$ cat src/rtl/core/cne_pkg.sv
// Package with shared constants, commands and controller/datapath types.
`default_nettype none
package cne_pkg;
  localparam int unsigned MaxAtomsDef  = 64;
  localparam int unsigned MaxShiftsDef = 27;
  localparam int unsigned CoordW = 24;
  localparam int unsigned RadW   = 12;
  localparam int unsigned CntW   = 11;
  localparam int unsigned GcnW   = 24;
  localparam int unsigned BulkW  = 19;
  localparam int unsigned CfgW   = 19;
  localparam int unsigned CfgIdxW = 2;
  localparam int unsigned DiffW  = 26;
  localparam int unsigned DistW  = 53;
  localparam int unsigned SumW   = 24;
  localparam int unsigned NumW   = 40;

  localparam logic [1:0] CmdLoadAtom  = 2'd0;
  localparam logic [1:0] CmdLoadShift = 2'd1;
  localparam logic [1:0] CmdCompute   = 2'd2;

  localparam logic [CfgIdxW-1:0] RegMode  = 2'd0;
  localparam logic [CfgIdxW-1:0] RegFixed = 2'd1;
  localparam logic [CfgIdxW-1:0] RegTol   = 2'd2;
  localparam logic [CfgIdxW-1:0] RegBulk  = 2'd3;

  localparam logic [DistW-1:0] FloorSq = DistW'(167773);
  localparam logic [CntW-1:0]  CountSat = '1;
  localparam logic [GcnW-1:0]  GcnSat = '1;

  // Commands from the controller to the datapath.
  typedef struct packed {
    logic load_atom;
    logic load_shift;
    logic pass2;      // 0 counting pass, 1 summing pass
    logic pair_go;    // issue the pair (i,j,s) into the pipeline
    logic acc_clear;  // clear per-atom accumulator
    logic acc_store;  // store count (pass 1) or latch stored count for output (pass 2)
    logic max_clear;
    logic bulk_latch;
    logic div_start;
  } cne_cmd_t;

  typedef struct packed {
    logic pipe_busy;
    logic div_busy;
  } cne_sts_t;
endpackage
`default_nettype wire

$ cat src/rtl/core/cne_controller.sv
// Controller: load counters, pair sweep sequencing and result handshake.
`default_nettype none
module cne_controller
  import cne_pkg::*;
#(
  parameter int unsigned MAX_ATOMS  = MaxAtomsDef,
  parameter int unsigned MAX_SHIFTS = MaxShiftsDef,
  parameter int unsigned AIW = (MAX_ATOMS > 1) ? $clog2(MAX_ATOMS) : 1,
  parameter int unsigned SIW = (MAX_SHIFTS > 1) ? $clog2(MAX_SHIFTS) : 1
) (
  input  wire logic           clk_i,
  input  wire logic           rst_ni,
  input  wire logic           in_valid,
  output logic                in_stall,
  input  wire logic [1:0]     command_i,
  output logic                out_valid,
  input  wire logic           out_stall,
  output cne_cmd_t            cmd_o,
  input  wire cne_sts_t       sts_i,
  output logic [AIW-1:0]      idx_i_o,
  output logic [AIW-1:0]      idx_j_o,
  output logic [SIW-1:0]      idx_s_o,
  output logic [AIW-1:0]      wr_atom_o,
  output logic [SIW-1:0]      wr_shift_o,
  output logic [AIW-1:0]      atom_index_o,
  output logic                last_o
);
  localparam int unsigned ACW = $clog2(MAX_ATOMS + 1);
  localparam int unsigned SCW = $clog2(MAX_SHIFTS + 1);

  localparam logic [2:0] StIdle  = 3'd0;
  localparam logic [2:0] StSweep = 3'd1;
  localparam logic [2:0] StDrain = 3'd2;
  localparam logic [2:0] StStore = 3'd3;
  localparam logic [2:0] StBulk  = 3'd4;
  localparam logic [2:0] StDiv   = 3'd5;
  localparam logic [2:0] StOut   = 3'd6;

  logic [2:0] state_q, state_d;
  logic [ACW-1:0] na_q, na_d;
  logic [SCW-1:0] ns_q, ns_d;
  logic [AIW-1:0] i_q, i_d, j_q, j_d;
  logic [SIW-1:0] s_q, s_d;
  logic pass_q, pass_d;
  logic ovld_q, ovld_d;
  logic acc;
  logic last_i, last_j, last_s;

  assign in_stall = (state_q != StIdle) || ovld_q;
  assign acc = in_valid && !in_stall;
  assign last_i = (ACW'(i_q) + 1'b1 == na_q);
  assign last_j = (ACW'(j_q) + 1'b1 == na_q);
  assign last_s = (SCW'(s_q) + 1'b1 == ns_q);

  always_comb begin
    state_d = state_q; na_d = na_q; ns_d = ns_q;
    i_d = i_q; j_d = j_q; s_d = s_q; pass_d = pass_q; ovld_d = ovld_q;
    cmd_o = '0;
    cmd_o.pass2 = pass_q;
    if (ovld_q && !out_stall) ovld_d = 1'b0;
    unique case (state_q)
      StIdle: begin
        if (acc) begin
          if (command_i == CmdLoadAtom && na_q < ACW'(MAX_ATOMS)) begin
            cmd_o.load_atom = 1'b1;
            na_d = na_q + 1'b1;
          end else if (command_i == CmdLoadShift && ns_q < SCW'(MAX_SHIFTS)) begin
            cmd_o.load_shift = 1'b1;
            ns_d = ns_q + 1'b1;
          end else if (command_i == CmdCompute && na_q != '0) begin
            i_d = '0; j_d = '0; s_d = '0; pass_d = 1'b0;
            cmd_o.acc_clear = 1'b1;
            cmd_o.max_clear = 1'b1;
            state_d = (ns_q == '0) ? StDrain : StSweep;
          end
        end
      end
      StSweep: begin
        cmd_o.pair_go = 1'b1;
        if (last_s) begin
          s_d = '0;
          if (last_j) begin
            j_d = '0;
            state_d = StDrain;
          end else begin
            j_d = j_q + 1'b1;
          end
        end else begin
          s_d = s_q + 1'b1;
        end
      end
      StDrain: begin
        if (!sts_i.pipe_busy) state_d = StStore;
      end
      StStore: begin
        cmd_o.acc_store = 1'b1;
        if (!pass_q) begin
          if (last_i) begin
            state_d = StBulk;
          end else begin
            i_d = i_q + 1'b1;
            cmd_o.acc_clear = 1'b1;
            state_d = (ns_q == '0) ? StDrain : StSweep;
          end
        end else begin
          cmd_o.div_start = 1'b1;
          state_d = StDiv;
        end
      end
      StBulk: begin
        cmd_o.bulk_latch = 1'b1;
        cmd_o.acc_clear = 1'b1;
        pass_d = 1'b1;
        i_d = '0;
        state_d = (ns_q == '0) ? StDrain : StSweep;
      end
      StDiv: begin
        if (!sts_i.div_busy && !ovld_q) begin
          ovld_d = 1'b1;
          state_d = StOut;
        end
      end
      StOut: begin
        if (!ovld_q) begin
          if (last_i) begin
            state_d = StIdle;
          end else begin
            i_d = i_q + 1'b1;
            cmd_o.acc_clear = 1'b1;
            state_d = (ns_q == '0) ? StDrain : StSweep;
          end
        end else if (!out_stall && last_i) begin
          state_d = StIdle;
        end
      end
      default: state_d = StIdle;
    endcase
  end

  always_ff @(posedge clk_i or negedge rst_ni) begin
    if (!rst_ni) begin
      state_q <= StIdle; na_q <= '0; ns_q <= '0;
      i_q <= '0; j_q <= '0; s_q <= '0; pass_q <= 1'b0; ovld_q <= 1'b0;
    end else begin
      state_q <= state_d; na_q <= na_d; ns_q <= ns_d;
      i_q <= i_d; j_q <= j_d; s_q <= s_d; pass_q <= pass_d; ovld_q <= ovld_d;
    end
  end

  assign idx_i_o = i_q;
  assign idx_j_o = j_q;
  assign idx_s_o = s_q;
  assign wr_atom_o  = AIW'(na_q);
  assign wr_shift_o = SIW'(ns_q);
  assign out_valid = ovld_q;
  assign atom_index_o = i_q;
  assign last_o = last_i;
endmodule
`default_nettype wire

$ cat config.mk
export PLATFORM = sky130hd
export DESIGN_NAME = cne_controller
export DESIGN_NICKNAME = d
export VERILOG_FILES = /design/src/rtl/core/cne_pkg.sv /design/src/rtl/core/cne_controller.sv
export SDC_FILE = /design/constraint.sdc
export NUM_CORES = 1
export LEC_CHECK = 0
export ABC_AREA = 0
export BUFFER_PORTS_ARGS = -buffer_cell sky130_fd_sc_hd__buf_4
export CAP_MARGIN = 20
export CORE_AREA = 10 10 82 84
export DETAILED_ROUTE_END_ITERATION = 8
export DIE_AREA = 0 0 92 94
export GPL_TIMING_DRIVEN = 0
export PLACE_DENSITY = 0.85
export SETUP_SLACK_MARGIN = 0.3
export SLEW_MARGIN = 0
export SYNTH_ARGS = -nofsm -noshare
export SYNTH_HDL_FRONTEND = slang
export SYNTH_SLANG_ARGS = --single-unit
export TNS_END_PERCENT = 100
$ cat constraint.sdc
create_clock -name clk_i -period 2.4 [get_ports clk_i]
set_input_delay 0.48 -clock clk_i [delete_from_list [all_inputs] [get_ports clk_i]]
set_output_delay 0.48 -clock clk_i [all_outputs]
set_load 0.01 [all_outputs]
---- Word level (Yosys, flattened, before mapping) ----
Index checks and enable logic that the tools add are counted.
word-level totals
  register bits ........................... 34
  input bits .............................. 8
  output and inout bits ................... 46
  logic and storage cells ................. 126
cells by class
  add/subtract/negate cells ............... 7
  magnitude comparators ................... 2
  equality and inequality tests ........... 22
  mux-type cells .......................... 59
  bitwise operators ....................... 1
  reduce and logical (&&, ||, !) cells .... 27
operator list
  cell                                           number
  two-way mux 6 bit                              9
  two-way mux 3 bit                              12
  two-way mux 5 bit                              5
  one-hot mux 6 bit (4 select lines)             1
  two-way mux 1 bit                              23
  one-hot mux 3 bit (7 select lines)             1
  != test 2 bit, second input constant           10
  adder 6 x 1 -> 7 bit, second input constant    2
  == test 7 bit                                  2
  adder 6 x 1 -> 6 bit, second input constant    2
  one-hot mux 6 bit (2 select lines)             1
  adder 5 x 1 -> 5 bit, second input constant    2
  one-hot mux 5 bit (2 select lines)             1
  AND reduction 5 bit                            2
  == test 3 bit, second input constant           3
  AND reduction 9 bit                            1
  two-way mux 2 bit                              4
  adder 7 x 1 -> 7 bit, second input constant    1
  logical AND 1 bit                              7
  < comparator 7 bit, second input constant      1
  AND reduction 7 bit                            1
  nonzero test 7 bit                             1
  == test 3 x 2 -> 1 bit, second input constant  2
  AND reduction 6 bit                            1
  19 further kinds                               23

---- Longest topological paths before layout ----
Gate-level depths: netlist (run 1).
  depth in word-level cells ............... 7
  mapped depth ............................ 9
  mapped depth without buffers ............ 9

---- Worst setup path before layout (run 1) ----
Ideal clock, no wire load.
  path type ............................... reg-to-output
  from .................................... register na_q[0]
  to ...................................... output port cmd_o[4] (netlist bit)
  data arrival time ....................... 1975 ps
  required time ........................... 1920 ps
  setup slack ............................. -55 ps
  stages on the path, launching flop included .. 9
  buffers on the path ..................... 0
  path through ............................ dfrtp_1 inv_1 ha_1 or4b_1 o31ai_1 nor3_2 or2_2 nor2_2 inv_1
RTL lines
  what                    RTL line               text
  from (decl)             cne_controller.sv:40   logic [ACW-1:0] na_q, na_d;
  from (signal assigned)  cne_controller.sv:145  state_q <= state_d; na_q <= na_d; ns_q <= ns_d;
  to (decl)               cne_controller.sv:18   output cne_cmd_t cmd_o,

==> results.yml, run 1 <==
placement:
  place_inst: 404
  gp_congestion: 0.9158
  io_buffers: 53
  place_hpwl_mm: 4.858
global_routing:
  overflow: 0
  grt_max_degree: 35
  track_usage: 0.1661
  grt_pass1_wl_mm: 11.99
  grt_antenna_before_repair: 0
  grt_pass1_vias: 2570
detailed_routing:
  post_drt_wl_per_cell_microns: 17.73
  drt_iter0_drc: 107
  drtAntennaViolNets: 0
  via_per_inst: 5.669
  vias: 2602
  first_pass_iters: 4
  wirelength_mm: 8.137
  drc: 0
critical_path:
  worstPathRequired_ns: 1.92
  reg2reg_depth: 14
  critPathLaunchType: "register"
  crit_path_frequent_cell: "buf_6"
  path_max_fanout: 7
  timing.critical_path.from: "atom_index_o[2]"
  crit_type: "register to primary output"
  critical_path.top_delay_family: "simple AND/OR/NAND/NOR gates"
  max_stage_delay_ns: 0.41
  end_kind: "primary output"
  reg2reg_setup_slack_ns: -0.16
  timing.rr.end: "atom_index_o[0]"
  worstPathArrival_ns: 2.22
  crit_path_top_delay_cell: "or3_4"
  critPathCapture: "cmd_o[4]"
  path_cells: "buf_6, nand4_1, or3_4, a2111oi_4, a21oi_4, nor2_4, inv_2, buf_6"
  cp_num_buf_inv: 3
  cp.depth: 8
  r2r_start: "atom_index_o[2]"
timing:
  setup_viol_count_final: 8
  fin_crit_ns: 2.702
  slew_headroom: 0.2374
  grt_setup_unrepaired: "yes"
  finalCritPeriodShare: 1.126
  setup_tns_ns: -0.9619
  tightest_slew_ns: 1.128
  skew_ns: 0.01322
  hold_violations: 0
  fmax_mhz: 370.1
  setup_slack_ns: -0.3020
  slew_viol_final: 0
yosys:
  syn_inst: 281
  ys_async_sr_fraction: 1.000
  synth_edf_count: 0
  synth-seq-area-share: 0.3427
  yosysWarnings: 0
  ys_ff_latch: 34
  synth_nets: 296
  syn-cell-area_sq_mm: 0.002482
  syn_area_per_cell_sq_um: 8.834
  ys.flop_type: "dfrtp_1"
  ys_types: 60
floorplan:
  core.rowCount: 26
  start_util: 0.4892
  die_x_microns: 92
  die_y_microns: 94
  coreArea_sq_mm: 0.005075
  die_area_sq_mm: 0.008648
  num_io_pins: 54
finish:
  nFillCells: 357
  layout_commonest_cell: "buf_4"
  final_cell_mix: "101 x buf_4, 25 x nand2_1, 23 x dfrtp_1"
  final_util: 0.7493
  multi_input_area_sq_mm: 0.001694
  diodes: 0
  instances_no_fill: 459
  syn2layout_area_growth_pct: 53.18
  final_nets: 403
  seqCellArea_sq_um: 864.6
  layout-drive-gt1-share: 0.5013
power_and_ir_drop:
  p_leak_uw: 0.001748
  power.total_uw: 4825
  power.density_mw_per_mm2: 1269
  ir_drop_mv: 0.7485
  clock_power_share: 0.087
  p_sw_uw: 2132
  seqPwrFrac: 0.209
  switching_share: 0.4418
  p_comb_frac: 0.704
  intPower_uw: 2693
cts:
  clock_latency_ns: 0.29
  cts_tree: "built"
  cts_buffers: 5
  cts.sinks: 34
  htree_levels: 2
  path_clk_slew_ns: 0.08
  cts_hold_buffers: 0
  clockRootBuffer: "clkbuf_8"
  clk_path_buf_depth: 2
worst_hold_path:
  hold_class: "input pin to async pin"
outcome:
  violations: "negative setup slack"
  outcome: "finished with violations"
flow_run:
  drv_cap: 0
power groups by stage:
| stage | clock network, uW | registers [uW] | logic (uW) |
|---|---|---|---|
| floorplan | 0 | 1030 | 1610 |
| global placement | 0 | 1020 | 2300 |
| detailed placement | 0 | 1030 | 2360 |
| CTS | 419 | 998 | 2930 |
| global route | 443 | 1040 | 3660 |
| finish | 418 | 1010 | 3400 |
per-layer routing:
layer	global-route usage	share of wire	vias up
li1	-	-	1209
met1	0.1776	0.39	1262
met2	0.3041	0.52	102
met4	0.07455	0.032	0
met5	0	0	-
met3	0.03837	0.059	29
area by class of cell:
type                    instances  share of cell area
plain buffers                  28             0.05758
flip-flops and latches         34              0.2274
well taps                      70             0.02303
inverters                      14             0.01382
multi-input cells             205              0.4455
repair buffers                100              0.2116
clock buffers                   8             0.02106
flip-flops by register name (all words and copies together) (netlist names):
name / count
state_q: 3
atom_index_o: 6
wr_shift_o: 5
na_q: 7
idx_s_o: 5
idx_j_o: 6
out_valid: 1
pass_q: 1
worst min-delay path by stage:
stage / from / to / slack (ns) / cells past startpoint
6_report: rst_ni / idx_j_o[3] / 0.14 / 1
5_1_grt: rst_ni / idx_j_o[3] / 0.17 / 1
4_1_cts: rst_ni / idx_s_o[3] / 0.15 / 1
3_5_place_dp: rst_ni / idx_j_o[3] / 0.46 / 1
3_3_place_gp: rst_ni / idx_j_o[3] / 0.46 / 1
2_1_floorplan: rst_ni / atom_index_o[0] / 0.18 / 0
kinds of logic after synthesis:
logic type      share of synthesized area
simple gates                       0.2213
compound gates                     0.1875
buf+inv                           0.09627
flops                              0.3427
xor+xnor                           0.1079
fa+ha+maj                         0.03528
mux                              0.009072
per-stage QoR:
step / instance area [sq um] / setup WS [ns] / hold slack (ns)
final: 3802 / -0.3020 / 0.1402
after global routing: 3802 / -0.3639 / 0.1705
after CTS: 3507 / -0.3601 / 0.1522
after detailed placement: 3054 / -0.2741 / 0.4636
after global placement: 3054 / -0.2353 / 0.4609
after floorplan: 2569 / 0.03719 / 0.1844
what timing repair did:
action / in CTS / in global routing
pin swaps: 14 / 23
gates resized for setup: 43 / 44
buffers inserted: 28 / 19
endpoints found under the setup margin: 26 / 29
Yosys cell counts (4+ instances only):
library cell	n	area, sq um
buf_2	6	30.03
nand4_1	9	56.30
nor3_1	9	45.04
nor2_1	14	52.55
xnor2_1	18	157.7
xor2_1	10	87.58
nand2b_1	6	37.54
o22ai_1	5	31.28
a31oi_1	4	25.02
o21ai_0	16	80.08
nor2b_1	5	31.28
dfrtp_1	34	850.8
nand2_1	25	93.84
ha_1	7	87.58
nand3_1	10	50.05
buf_4	17	127.6
a22o_1	4	35.03
a21oi_1	9	45.04
inv_1	14	52.55
No activity file was read; power rests on OpenSTA's default activity.
==> run 2, diff against run 1 <==
CORE_AREA = 10 10 77 79   (was 10 10 82 84)
DIE_AREA = 0 0 87 89   (was 0 0 92 94)
PLACE_DENSITY = 0.92   (was 0.85)
clock period = 3.2 ns   (was 2.4 ns; I/O delays follow)
==> results.yml, run 2 (synthesized netlist as in run 1, its figures left out) <==
timing:
  slew_headroom: 0.4557
  fin_crit_ns: 2.925
  tightest_slew_ns: 0.8051
  setup_tns_ns: 0
  fmax_mhz: 341.9
  hold_violations: 0
  grt_setup_unrepaired: "yes"
  finalCritPeriodShare: 0.9141
  fin_hold_ws_ns: 0.2991
  skew_ns: 0.009417
  slew_viol_final: 0
  setup_viol_count_final: 0
cts:
  clockRootBuffer: "clkbuf_8"
  cts_hold_buffers: 0
  clk_path_buf_depth: 2
  cts.sinks: 34
  clock_latency_ns: 0.29
  htree_levels: 2
  cts_buffers: 5
  cts_tree: "built"
  path_clk_slew_ns: 0.07
detailed_routing:
  wirelength_mm: 7.185
  post_drt_wl_per_cell_microns: 17.57
  drtAntennaViolNets: 0
  drt_iter0_drc: 212
  drc: 0
  first_pass_iters: 5
  vias: 2458
  via_per_inst: 6.010
critical_path:
  worstPathArrival_ns: 2.29
  worstPathRequired_ns: 2.56
  crit_path_top_delay_cell: "or4b_4"
  end_kind: "primary output"
  path_max_fanout: 2
  critPathLaunchType: "register"
  max_stage_delay_ns: 0.49
  crit_path_frequent_cell: "inv_2"
  crit_type: "register to primary output"
  path_cells: "inv_2, ha_4, or4b_4, o31ai_4, nor3_4, or2_4, nor2_4, inv_2, buf_6"
global_routing:
  grt_pass1_vias: 2353
  grt_max_degree: 35
  grt_antenna_before_repair: 0
  grt_pass1_wl_mm: 11.39
  track_usage: 0.1821
  overflow: 0
finish:
  diodes: 0
  final_cell_mix: "82 x buf_4, 28 x dfrtp_1, 25 x nand2_1"
  layout_commonest_cell: "buf_4"
  largest_reg_flops: 7
  regMostFlops: "na_q"
  final_nets: 370
  layout-drive-gt1-share: 0.3662
  syn2layout_area_growth_pct: 30.04
power_and_ir_drop:
  p_leak_uw: 0.001502
  power.density_mw_per_mm2: 936.9
  ir_drop_mv: 0.5964
floorplan:
  die_x_microns: 87
  die_y_microns: 89
  die_area_sq_mm: 0.007743
  coreArea_sq_mm: 0.004536
  start_util: 0.5473
  core.rowCount: 25
  num_io_pins: 54
outcome:
  outcome: "complete, no violations"
placement:
  gp_congestion: 0.8972
  io_buffers: 53
  place_hpwl_mm: 4.757
flow_run:
  drv_cap: 0
worst_hold_path:
  hold_class: "input pin to async pin"
[run 2: cell count changes in the layout (fill, tap and decap cells not counted), sizes merged]
| cell | delta |
|---|---|
| buf | -32 |
| clkbuf | -2 |
[run 2: area by class of cell]
class / instances / area, sq um
inverter: 14 / 52.55
clock buffer: 7 / 76.32
timing repair buffer: 67 / 510.5
multi-input combinational: 205 / 1470
tap: 54 / 67.56
buffer: 28 / 192.7
fill: 304 / 1308
sequential: 34 / 858.3
[run 2: report_power, final]
| part | switching (uW) | internal, uW |
|---|---|---|
| registers | 172 | 574 |
| clock network | 160 | 150 |
| logic | 1020 | 947 |
[run 2: what timing repair did]
item	in CTS	in global routing
pin swaps	6	8
buffers inserted	7	7
gates resized for setup	19	8
endpoints found under the setup margin	2	2
[run 2: worst paths after layout]
path	start	endpoint	slack [ns]	cells after the start
max	na_q[0]	cmd_o[4]	0.27	9
min	rst_ni	out_valid	0.30	1
max reg2reg	atom_index_o[2]	state_q[2]	0.62	10
min reg2reg	idx_s_o[1]	idx_s_o[1]	0.56	1
max in group asynchronous	rst_ni	na_q[0]	2.56	1
min in group clk_i	idx_s_o[1]	idx_s_o[1]	0.56	1
[run 2: stage by stage]
stage	setup slack [ns]	area (sq um)	instances	utilization	power (uW)
after global placement	0.2895	2948	388	0.6499	2383
after detailed placement	0.2499	2948	388	0.6499	2451
after floorplan	0.5853	2482	281	-	1901
final	0.2748	3228	409	0.7117	3024
after global routing	0.2122	3228	409	0.7117	3241
after CTS	0.2453	3154	402	0.6954	2901
[run 2: per-layer routing]
layer / global-route usage / part of all wire
met5: 0 / 0
met4: 0.07658 / 0.030
met3: 0.05014 / 0.068
met2: 0.3025 / 0.50
met1: 0.2159 / 0.40
[run 2: worst max-delay path: cells and delay by family, from the launching register on]
family | cells | cell delay (ns)
buf+inv | 3 | 0.26
simple gates | 4 | 0.92
compound gates | 1 | 0.28
flops | 1 | 0.42
fa+ha+maj | 1 | 0.11
==> run 3, diff against run 2 <==
==> constraint.sdc (replaced) <==
create_clock -name clk_i -period 3.2 [get_ports clk_i]
set_input_delay 0.48 -clock clk_i [delete_from_list [all_inputs] [get_ports clk_i]]
set_output_delay 0.48 -clock clk_i [all_outputs]
set_load 0.01 [all_outputs]
==> results.yml, run 3 (synthesized netlist as in run 1, its figures left out) <==
outcome:
  outcome: "complete, no violations"
critical_path:
  path_cells: "clkbuf_4, nand4_1, or3_4, a2111oi_4, a21oi_4, nor2_4, inv_1, buf_4"
  critical_path.top_delay_family: "simple AND/OR/NAND/NOR gates"
  critPathLaunchType: "register"
  end_kind: "primary output"
  crit_path_top_delay_cell: "a2111oi_4"
  max_stage_delay_ns: 0.43
  reg2reg_depth: 9
  worstPathArrival_ns: 2.34
  crit_type: "register to primary output"
  r2r_start: "na_q[0]"
  worstPathRequired_ns: 2.72
  timing.rr.end: "idx_j_o[5]"
  path_max_fanout: 7
  cp_num_buf_inv: 3
  reg2reg_setup_slack_ns: 0.68
finish:
  final_cell_mix: "74 x buf_4, 31 x dfrtp_1, 25 x nand2_1"
  diodes: 0
  nFillCells: 337
  syn2layout_area_growth_pct: 25.81
  final_util: 0.6886
  final_nets: 360
  regMostFlops: "na_q"
  layout_commonest_cell: "buf_4"
  largest_reg_flops: 7
  layout-drive-gt1-share: 0.3304
floorplan:
  coreArea_sq_mm: 0.004536
  num_io_pins: 54
  start_util: 0.5473
  core.rowCount: 25
  die_y_microns: 89
  die_x_microns: 87
  die_area_sq_mm: 0.007743
detailed_routing:
  post_drt_wl_per_cell_microns: 16.96
  drtAntennaViolNets: 0
  drc: 0
  wirelength_mm: 6.767
  drt_iter0_drc: 205
  first_pass_iters: 5
  vias: 2370
  via_per_inst: 5.940
timing:
  fmax_mhz: 354.2
  grt_setup_unrepaired: "no"
  slew_headroom: 0.4358
  setup_viol_count_final: 0
  hold_violations: 0
  slew_viol_final: 0
  finalCritPeriodShare: 0.8822
  tightest_slew_ns: 0.8346
  skew_ns: 0.009347
  setup_tns_ns: 0
  fin_crit_ns: 2.823
global_routing:
  track_usage: 0.1768
  overflow: 0
  grt_antenna_before_repair: 0
  grt_max_degree: 35
  grt_pass1_wl_mm: 11.12
  grt_pass1_vias: 2377
cts:
  cts_tree: "built"
  cts.sinks: 34
  cts_hold_buffers: 0
  clock_latency_ns: 0.29
  path_clk_slew_ns: 0.07
  clk_path_buf_depth: 2
  htree_levels: 2
  cts_buffers: 5
  clockRootBuffer: "clkbuf_8"
placement:
  place_hpwl_mm: 4.757
  gp_congestion: 0.8972
  io_buffers: 53
power_and_ir_drop:
  ir_drop_mv: 0.5410
  p_leak_uw: 0.001455
  power.density_mw_per_mm2: 920.5
worst_hold_path:
  hold_class: "input pin to async pin"
flow_run:
  drv_cap: 0
## run 3: worst max path at each step
stage / end / from / cells past startpoint
detailed placement: cmd_o[4] / na_q[0] / 9
finish: cmd_o[4] / atom_index_o[2] / 8
global route: cmd_o[4] / atom_index_o[2] / 8
floorplan: cmd_o[4] / na_q[0] / 8
CTS: cmd_o[4] / na_q[1] / 9
global placement: cmd_o[4] / na_q[0] / 9
## run 3: power by group
| part | total, uW | leakage [uW] | internal [uW] | switching, uW |
|---|---|---|---|---|
| clock network | 307 | 0.0000383 | 150 | 157 |
| logic | 1820 | 0.000993 | 857 | 966 |
| registers | 745 | 0.000423 | 573 | 172 |
| total | 2870 | 0.00145 | 1580 | 1300 |
## run 3: repair_timing
item,4_1_cts,5_1_grt
endpoints found under the setup margin,1,2
resized for setup,11,6
pin swaps,3,3
buffers inserted,3,1
## run 3: area by class of cell
cell class | instances | area [sq um] | share of cell area
multi-input cells | 205 | 1455 | 0.4659
flip-flops and latches | 34 | 854.6 | 0.2736
clock buffers | 7 | 76.32 | 0.02444
plain buffers | 28 | 188.9 | 0.06050
repair buffers | 57 | 427.9 | 0.1370
well taps | 54 | 67.56 | 0.02163
inverters | 14 | 52.55 | 0.01683
## run 3: stage by stage
| step | hold slack, ns | std cells | setup WS [ns] | total power, uW | area (sq um) |
|---|---|---|---|---|---|
| 2_1_floorplan | 0.1844 | 281 | 0.7453 | 1901 | 2482 |
| 3_3_place_gp | 0.4563 | 388 | 0.4495 | 2383 | 2948 |
| 3_5_place_dp | 0.4634 | 388 | 0.4099 | 2451 | 2948 |
| 4_1_cts | 0.1544 | 398 | 0.3147 | 2846 | 3099 |
| 5_1_grt | 0.1715 | 399 | 0.2955 | 3100 | 3123 |
| 6_report | 0.1362 | 399 | 0.3769 | 2875 | 3123 |
## run 3: worst reg2reg max path: stages (launching register included)
cell,delay [ns]
dfrtp_2,0.42
inv_2,0.08
ha_1,0.14
or4b_4,0.47
o31ai_4,0.25
nor3_4,0.09
buf_4,0.17
a31oi_2,0.35
nand2b_1,0.29
o311ai_0,0.14
## run 3: routing by layer
| layer | GRT usage | share of wire | routed length, microns |
|---|---|---|---|
| met1 | 0.1995 | 0.37 | 2537 |
| met2 | 0.2971 | 0.51 | 3457 |
| met3 | 0.05196 | 0.079 | 536 |
| met4 | 0.08837 | 0.035 | 236 |
| met5 | 0 | 0 | 0 |
